### src/design/lzsr_pkg.sv
// ----------------------------------------------------------------------------
// lzsr_pkg: shared types and constants of the LZ / slide / RLE decompressor
// Word layouts, controller-datapath command and status, register indexes.
// ----------------------------------------------------------------------------
package lzsr_pkg;

	localparam int OUT_LANES = 8;
	localparam int SIZE_BITS = 24;
	localparam int LANE_W    = 8 * OUT_LANES;
	localparam int ADDR_W    = 3;

	localparam logic [23:0] SIZE_MASK = (SIZE_BITS >= 24) ? 24'hFFFFFF :
		24'((64'd1 << SIZE_BITS) - 64'd1);

	localparam logic [9:0]  RING_START = 10'd958;
	localparam int          HIST_DEPTH = 4096;
	localparam logic [10:0] RING_SIZE  = 11'd1024;

	// Register indexes of the configuration port.
	localparam logic REG_FORMAT = 1'b0;
	localparam logic REG_SIZE   = 1'b1;

	// Status codes.
	localparam logic [2:0] ST_OK        = 3'd0;
	localparam logic [2:0] ST_TRUNC     = 3'd1;
	localparam logic [2:0] ST_OVERRUN   = 3'd2;
	localparam logic [2:0] ST_BAD_DIST  = 3'd3;
	localparam logic [2:0] ST_BAD_RUN   = 3'd4;

	// Action decided by the parser for one compressed byte.
	localparam logic [1:0] ACT_NONE = 2'd0;
	localparam logic [1:0] ACT_EMIT = 2'd1;
	localparam logic [1:0] ACT_COPY = 2'd2;

	typedef struct packed {
		logic [7:0] data_byte;
		logic       end_of_input;
	} in_word_t;

	typedef struct packed {
		logic [LANE_W-1:0] out_bytes;
		logic [3:0]        byte_count;
		logic              last_of_run;
		logic              stream_done;
		logic [2:0]        status;
		logic [24:0]       bytes_consumed;
	} out_word_t;

	typedef struct packed {
		logic capture;
		logic start;
		logic parse;
		logic emit;
		logic emit_mem;
		logic rd;
		logic fin;
		logic push_mid;
		logic push_last;
	} cmd_t;

	typedef struct packed {
		logic       phase_idle;
		logic [1:0] act;
		logic       last_cnt;
		logic       can_emit;
		logic       out_free;
		logic       flush_need;
		logic       lane_full;
		logic       done;
	} stat_t;

endpackage

### src/design/lzsr_ctrl.sv
// ----------------------------------------------------------------------------
// lzsr_ctrl: sequencing state machine of the decompressor
// Steps each compressed byte through start (for a new stream), parse, emission and flush.
// ----------------------------------------------------------------------------
module lzsr_ctrl (
	input  logic            clk,
	input  logic            arst_n,
	input  logic            in_valid,
	output logic            in_stall,
	input  lzsr_pkg::stat_t stat,
	output lzsr_pkg::cmd_t  cmd
);

	localparam logic [2:0] S_IDLE  = 3'd0;
	localparam logic [2:0] S_START = 3'd1;
	localparam logic [2:0] S_PARSE = 3'd2;
	localparam logic [2:0] S_EMIT  = 3'd3;
	localparam logic [2:0] S_CRD   = 3'd4;
	localparam logic [2:0] S_CWR   = 3'd5;
	localparam logic [2:0] S_FIN   = 3'd6;
	localparam logic [2:0] S_FLUSH = 3'd7;

	logic [2:0] state_q;
	logic [2:0] state_d;

	assign in_stall = (state_q != S_IDLE);

	always_comb begin
		state_d = state_q;
		cmd     = '0;
		case (state_q)
			S_IDLE: begin
				if (in_valid) begin
					cmd.capture = 1'b1;
					state_d = stat.phase_idle ? S_START : S_PARSE;
				end
			end
			S_START: begin
				cmd.start = 1'b1;
				state_d = S_PARSE;
			end
			S_PARSE: begin
				cmd.parse = 1'b1;
				case (stat.act)
					lzsr_pkg::ACT_EMIT: state_d = S_EMIT;
					lzsr_pkg::ACT_COPY: state_d = S_CRD;
					default:            state_d = S_FIN;
				endcase
			end
			S_EMIT: begin
				if (stat.can_emit) begin
					cmd.emit = 1'b1;
					if (stat.last_cnt) begin
						state_d = S_FIN;
					end
				end
			end
			S_CRD: begin
				cmd.rd = 1'b1;
				state_d = S_CWR;
			end
			S_CWR: begin
				if (stat.can_emit) begin
					cmd.emit_mem = 1'b1;
					state_d = stat.last_cnt ? S_FIN : S_CRD;
				end
			end
			S_FIN: begin
				cmd.fin = 1'b1;
				state_d = S_FLUSH;
			end
			S_FLUSH: begin
				if (!stat.flush_need) begin
					state_d = S_IDLE;
				end else if (stat.out_free) begin
					if (stat.done && stat.lane_full) begin
						cmd.push_mid = 1'b1;
					end else begin
						cmd.push_last = 1'b1;
						state_d = S_IDLE;
					end
				end
			end
			default: state_d = S_IDLE;
		endcase
	end

	always_ff @(posedge clk or negedge arst_n) begin
		if (!arst_n) begin
			state_q <= S_IDLE;
		end else begin
			state_q <= state_d;
		end
	end

endmodule

### config.mk
export PLATFORM = sky130hd
export DESIGN_NAME = lzsr_ctrl
export DESIGN_NICKNAME = d
export VERILOG_FILES = /design/src/design/lzsr_pkg.sv /design/src/design/lzsr_ctrl.sv
export SDC_FILE = /design/constraint.sdc
export NUM_CORES = 1
export LEC_CHECK = 0
export BUFFER_PORTS_ARGS = -buffer_cell sky130_fd_sc_hd__buf_2
export CAP_MARGIN = 40
export CORE_AREA = 4 4 41 43
export CTS_CLUSTER_SIZE = 20
export DETAILED_ROUTE_END_ITERATION = 7
export DIE_AREA = 0 0 45 47
export PLACE_DENSITY = 0.64
export SLEW_MARGIN = 0
export SYNTH_ARGS = -nofsm -noshare
export SYNTH_HDL_FRONTEND = slang
export SYNTH_SLANG_ARGS = --single-unit
### constraint.sdc
create_clock -name clk -period 2.05 [get_ports clk]
set_clock_uncertainty 0.15 [all_clocks]
set_input_delay 0.205 -clock clk [delete_from_list [all_inputs] [get_ports clk]]
set_output_delay 0.205 -clock clk [all_outputs]
set_load 0.05 [all_outputs]
==> run_results.csv, run 1 <==
group,metric,value,unit
clock_tree,clk_latency,0.24,ns
floorplanning,initial_core_util,0.2846,
timing,setup_violations,0,
finish,drive_gt1_frac,0.4493,
worst_setup_path,crit_path_start_kind,"flip-flop",
timing,finalCritPeriodShare,0.9335,
finish,largest_reg_flops,3,
timing,min_period,1.914,ns
place,gp_congestion,0.8310,
floorplanning,rows,13,
drt,first_pass_iters,4,
timing,slew_viol_final,0,
run_status,status,"complete, no violations",
global_route,track_usage,0.1145,
power,cellPowerDensity,1673,nW/um^2
place,port_buffers,21,
finish,syn_to_final_growth,37.16,%
logic_synthesis,netlist_top_cells_count,"5 x nor2_1, 4 x and3_1",
timing,rsz0062_at_grt,"false",
clock_tree,cts_sinks,3,
worst_setup_path,critical_path_peak_fanout,14,
drt,vias,431,
drt,drc,0,
logic_synthesis,syn_area,370.4,sq um
logic_synthesis,synth_ff_type,"dfrtp_1",
timing,worst_slack,0.1362,ns
clock_tree,cts_tree,"built",
job,drv_cap,0,
finish,nFillCells,149,
clock_tree,clk_path_buf_depth,2,
logic_synthesis,postSynthAreaPerCell,8.051,sq um
place,dp_slack,0.2906,ns
finish,diodes,0,
clock_tree,numCtsBuffers,3,
global_route,grt_max_degree,15,
finish,multiInputGateArea,260.3,sq um
finish,top_register,"state_q",
floorplanning,ios,22,
clock_tree,root_buffer,"clkbuf_4",
global_route,overflow,0,
timing,max_slew_margin,0.6408,
place,place_area,470.5,sq um
worst_setup_path,arrival,1.56,ns
worst_setup_path,cp_num_buf_inv,1,
logic_synthesis,yosysSeqAreaShare,0.2027,
power,vdd_drop_max,0.0008654,V
logic_synthesis,yosysWarningCount,0,
worst_setup_path,path_cells,"and4_4, nand2_1, a21oi_1, buf_2",
place,dpl.cell_count,79,
global_route,grt_pass1_wl,1662,microns
worst_setup_path,endpoint_kind,"primary output",
global_route,grt_pass1_vias,401,
drt,wl_per_cell,11.50,microns
power,p_leak,0.2494,nW
logic_synthesis,synthTopCellsByArea,"dfrtp_1 20%, o41ai_1 7.1%, and3_1 6.8%, a21boi_4 5.1%, nor2_1 5.1%",
logic_synthesis,yosysUniqueCellTypes,29,
floorplanning,core,1301,sq um
finish,final_nets,82,
worst_setup_path,crit_required,1.69,ns
worst_setup_path,cpPeakStageDelay,0.59,ns
timing,final-hold-violation-count,0,
worst_setup_path,setup.worst_path.class,"reg2out",
finish,layoutNonFillerInstCount,84,
drt,drt_iter0_markers,7,
global_route,antenna_found_initial,0,
logic_synthesis,yosysMostFrequentCell,"nor2_1",
clock_tree,clk_pin_slew,0.04,ns
logic_synthesis,synth_edf_count,0,
logic_synthesis,netlist_instances,46,
logic_synthesis,syn_nets,58,
finish,reg.largest.list,"state_q x3",
timing,fmax,522.5,MHz
place,hpwl,707.3,microns
hold_path,hold_path.class,"in2reg",
timing,whs,0.1385,ns
finish,regArea,76.32,sq um
worst_setup_path,slowest_stage,"dfrtp_1",
clock_tree,htree_levels,1,
logic_synthesis,ys_async_sr_fraction,1.000,
timing,setup_tns,0,ns
drt,routed_wl,966,microns
floorplanning,die-area,2115,sq um
logic_synthesis,synth.ff_latch_count,3,
floorplanning,die_x,45,microns
worst_setup_path,cp_top_family,"flip-flops",
drt,routed_via_density,5.131,
logic_synthesis,synth_top_area_share,0.2027,
floorplanning,die_y,47,microns
drt,postRouteAntennaNets,0,
finish,stdcell_area,508.0,sq um
logic_synthesis,yosysTopAreaCell,"dfrtp_1",
timing,worstMarginPinSlew,0.5339,ns
==> routing by layer <==
layer / global-route usage / vias up / wire length, microns
met5: 0 / - / 0
met2: 0.1469 / 21 / 385
met3: 0.03448 / 2 / 81
met4: 0.1228 / 0 / 22
met1: 0.1432 / 191 / 476
li1: - / 217 / -
==> worst register-to-register path, cell delays in order (launching register included) <==
cell and delay [ns]:
dfrtp_1 0.59, nand2b_2 0.22, o32ai_2 0.10, or4_1 0.51
o21ai_1 0.12
==> worst paths after layout <==
path,start,to,slack (ns),cells past startpoint
setup / recovery,state_q[2]$_DFFE_PN0P_,cmd[0],0.14,4
hold / removal,in_valid,state_q[0]$_DFFE_PN0P_,0.14,3
setup reg to reg,state_q[2]$_DFFE_PN0P_,state_q[2]$_DFFE_PN0P_,0.27,4
hold reg to reg,state_q[1]$_DFFE_PN0P_,state_q[1]$_DFFE_PN0P_,0.55,2
max in group asynchronous,arst_n,state_q[1]$_DFFE_PN0P_,1.47,2
min in group asynchronous,arst_n,state_q[2]$_DFFE_PN0P_,0.16,2
==> area by class of cell <==
type / instances / area share
Clock buffer: 4 / 0.05172
Multi-Input combinational cell: 37 / 0.5123
Tap cell: 15 / 0.03695
Sequential cell: 3 / 0.1502
Timing Repair Buffer: 22 / 0.2266
Inverter: 3 / 0.02217
==> what timing repair did <==
item,4_1_cts,5_1_grt
gates resized for setup,0,1
endpoints found under the setup margin,0,1
setup buffers,0,0
hold endpoints to repair,3,0
hold buffers,1,0
==> metrics by stage <==
stage                     power (mW)    util
after global routing          0.9228  0.3904
after CTS                     0.8506  0.3894
final                         0.8501  0.3904
after detailed placement      0.7346  0.3615
after floorplan               0.6620       -
after global placement        0.7326  0.3615
==> logic make-up (layout without fill, tap and decap cells) <==
family,count (synthesis),after routing,synth area share
buf+inv,6,29,0.09458
flops,3,3,0.2027
xor+xnor,1,1,0.02365
simple gates,23,23,0.3750
compound gates,13,13,0.3041
==> power breakdown <==
group	leakage [nW]	switching, mW	internal (mW)	total, mW
logic	0.201	0.342	0.199	0.542
clock network	0.0150	0.0330	0.0731	0.106
registers	0.0336	0.109	0.0939	0.202
total	0.249	0.484	0.366	0.850
==> placed cells by master, fill, tap and decap left out <==
| cell type | netlist | layout |
|---|---|---|
| or2b_1 | 1 | 1 |
| nor3_1 | 1 | 1 |
| a221oi_1 | 1 | 1 |
| nand2b_2 | 1 | 1 |
| inv_1 | 2 | 2 |
| inv_2 | 1 | 1 |
| nor2b_1 | 3 | 3 |
| dlygate4sd3_1 | 0 | 1 |
| and2_1 | 1 | 1 |
| o21ai_1 | 1 | 1 |
| nor3_2 | 1 | 1 |
| o41ai_1 | 3 | 3 |
| clkbuf_4 | 0 | 3 |
| dfrtp_1 | 3 | 2 |
| or4_1 | 1 | 1 |
| buf_2 | 1 | 21 |
| and4_4 | 1 | 1 |
| a21boi_4 | 1 | 1 |
| xnor2_1 | 1 | 1 |
| nor4_1 | 1 | 1 |
| o21ai_0 | 1 | 1 |
| and3_1 | 4 | 4 |
| a221o_1 | 1 | 1 |
| nand2_1 | 2 | 2 |
| nor2_1 | 5 | 5 |
| clkbuf_1 | 0 | 1 |
| nand2b_1 | 1 | 1 |
| a21boi_0 | 1 | 1 |
| o32ai_2 | 1 | 1 |
| a21oi_1 | 3 | 3 |
| dfrtp_2 | 0 | 1 |
(Power assumes the default switching activity.)
==> inputs of run 2 (changes only) <==
CTS_BUF_LIST = sky130_fd_sc_hd__clkbuf_4 sky130_fd_sc_hd__clkbuf_8   (was not set)
clock period = 2.01 ns   (was 2.05 ns; I/O delays follow)
==> run 2 against run 1 <==
  * Sequential cell count unchanged
  * Power increased by 3.1%
  * Hold slack lost 0.0086 ns
  * Design area is 0.99% higher
  * Worst setup slack improved by 0.047 ns
  * Sequential share of layout area grew 0.097 points
  * Combinational power grew 1%
  * Register-to-register slack gained 0.05 ns
  * Sequential power barely moved
  * Global-route usage unchanged
  * Critical endpoint unchanged
==> run_results.csv, run 2 (synthesis gave the netlist of run 1 again) <==
group,metric,value,unit
power,p_comb_frac,0.628,
timing,min_period,1.827,ns
power,switching_share,0.5553,
timing,max_slew_margin,0.6636,
place,hpwl,707.3,microns
finish,diodes,0,
power,p_leak,0.2519,nW
drt,first_pass_iters,4,
clock_tree,clk_latency,0.24,ns
finish,fin_util,0.3942,
drt,drc,0,
worst_setup_path,crit_required,1.66,ns
place,dp_slack,0.2506,ns
timing,slew_viol_final,0,
finish,top_register,"state_q",
clock_tree,cts_tree,"built",
clock_tree,numCtsBuffers,3,
job,drv_cap,0,
worst_setup_path,setup.worst_path.class,"reg2out",
finish,drive_gt1_frac,0.4783,
clock_tree,clk_pin_slew,0.04,ns
timing,setup_tns,0,ns
floorplanning,core,1301,sq um
global_route,antenna_found_initial,0,
clock_tree,cts_setup_buffers,0,
finish,final_cell_mix,"21 x buf_2, 5 x nor2_1, 4 x and3_1, 4 x clkbuf_4",
worst_setup_path,crit_path_start_kind,"flip-flop",
clock_tree,htree_levels,1,
timing,whs,0.1299,ns
global_route,grt_max_degree,15,
drt,routed_via_density,5.143,
floorplanning,rows,13,
worst_setup_path,startpoint,"state_q[0]$_DFFE_PN0P_",
floorplanning,die_x,45,microns
finish,layoutNonFillerInstCount,84,
floorplanning,die-area,2115,sq um
timing,rsz0062_at_grt,"false",
finish,final_nets,82,
drt,routed_wl,937,microns
drt,vias,432,
drt,wl_per_cell,11.15,microns
run_status,status,"complete, no violations",
timing,worst_slack,0.1834,ns
finish,largest_reg_flops,3,
clock_tree,root_buffer,"clkbuf_4",
global_route,overflow,0,
drt,postRouteAntennaNets,0,
hold_path,min_from,"in_valid",
place,dpl.cell_count,79,
finish,final_common_cell,"buf_2",
finish,reg.largest.list,"state_q x3",
power,p_switching,486.6,uW
clock_tree,cts_sinks,3,
timing,fmax,547.5,MHz
place,port_buffers,21,
global_route,track_usage,0.1145,
worst_setup_path,endpoint_kind,"primary output",
floorplanning,initial_core_util,0.2846,
worst_setup_path,arrival,1.48,ns
timing,worstMarginPinSlew,0.5000,ns
timing,finalCritPeriodShare,0.9087,
power,vdd_drop_max,0.0008792,V
floorplanning,die_y,47,microns
finish,syn_to_final_growth,38.51,%
global_route,grt_pass1_vias,401,
clock_tree,clk_path_buf_depth,2,
floorplanning,ios,22,
hold_path,hold_path.class,"in2reg",
power,cellPowerDensity,1708,nW/um^2
timing,setup_violations,0,
worst_setup_path,r2r_start,"state_q[1]$_DFFE_PN0P_",
worst_setup_path,critical_path_peak_fanout,10,
drt,drt_iter0_markers,4,
power,seq_power_share,0.233,
place,gp_congestion,0.8310,
timing,final-hold-violation-count,0,
global_route,grt_pass1_wl,1662,microns
power,power.internal,389.8,uW
power,p_clk_frac,0.139,
## run 2: cell count changes in the layout (fill, tap and decap cells not counted)
cell      delta
dfrtp_1      -1
clkbuf_1     -1
dfrtp_2      +1
clkbuf_4     +1
## run 2: path summary, 6_finish.rpt
check	to	cells past startpoint	slack, ns
worst max-delay path	cmd[0]	4	0.18
worst min-delay path	state_q[0]$_DFFE_PN0P_	3	0.13
worst max register to register	state_q[2]$_DFFE_PN0P_	4	0.32
worst min register to register	state_q[2]$_DFFE_PN0P_	1	0.48
max in group asynchronous	state_q[1]$_DFFE_PN0P_	2	1.44
min in group asynchronous	state_q[2]$_DFFE_PN0P_	2	0.15
## run 2: stage by stage
| stage | power (mW) | instance area (sq um) |
|---|---|---|
| 3_3_place_gp | 0.7471 | 470.5 |
| 6_report | 0.8764 | 513.0 |
| 2_1_floorplan | 0.6752 | 370.4 |
| 4_1_cts | 0.8817 | 510.5 |
| 5_1_grt | 0.9562 | 513.0 |
| 3_5_place_dp | 0.7492 | 470.5 |
## run 2: worst max-delay path, cell delays in order, from the launching register on
cell and delay, ns:
dfrtp_1 0.53, and4_4 0.28, nand2_1 0.07, a21oi_1 0.10
buf_2 0.27
## run 2: layout make-up
cell class / instances / area [sq um]
inverters: 3 / 11.26
clock buffers: 4 / 30.03
multi-input cells: 37 / 260.3
repair buffers: 22 / 115.1
fillers: 151 / 788.3
well taps: 15 / 18.77
flip-flops and latches: 3 / 77.57
## run 2: layer usage
metal	GRT usage	vias to the layer above	share of wire	wire (microns)
li1	-	217	-	-
met1	0.1432	188	0.44	413
met2	0.1469	25	0.42	397
met3	0.03448	2	0.11	103
met4	0.1228	0	0.023	22
met5	0	-	0	0
## run 2: power groups by stage
stage                     combinational (mW)  clock, mW  sequential (mW)
after global placement                 0.550          0            0.197
final                                  0.550      0.122            0.204
after CTS                              0.554      0.130            0.198
after global routing                   0.595      0.139            0.223
after floorplan                        0.552          0            0.123
after detailed placement               0.551          0            0.198
## run 2: repair_timing
| item | CTS | global route |
|---|---|---|
| resized for setup | 0 | 2 |
| hold endpoints to repair | 3 | 0 |
| endpoints found under the setup margin | 0 | 2 |
| hold buffers | 1 | 0 |
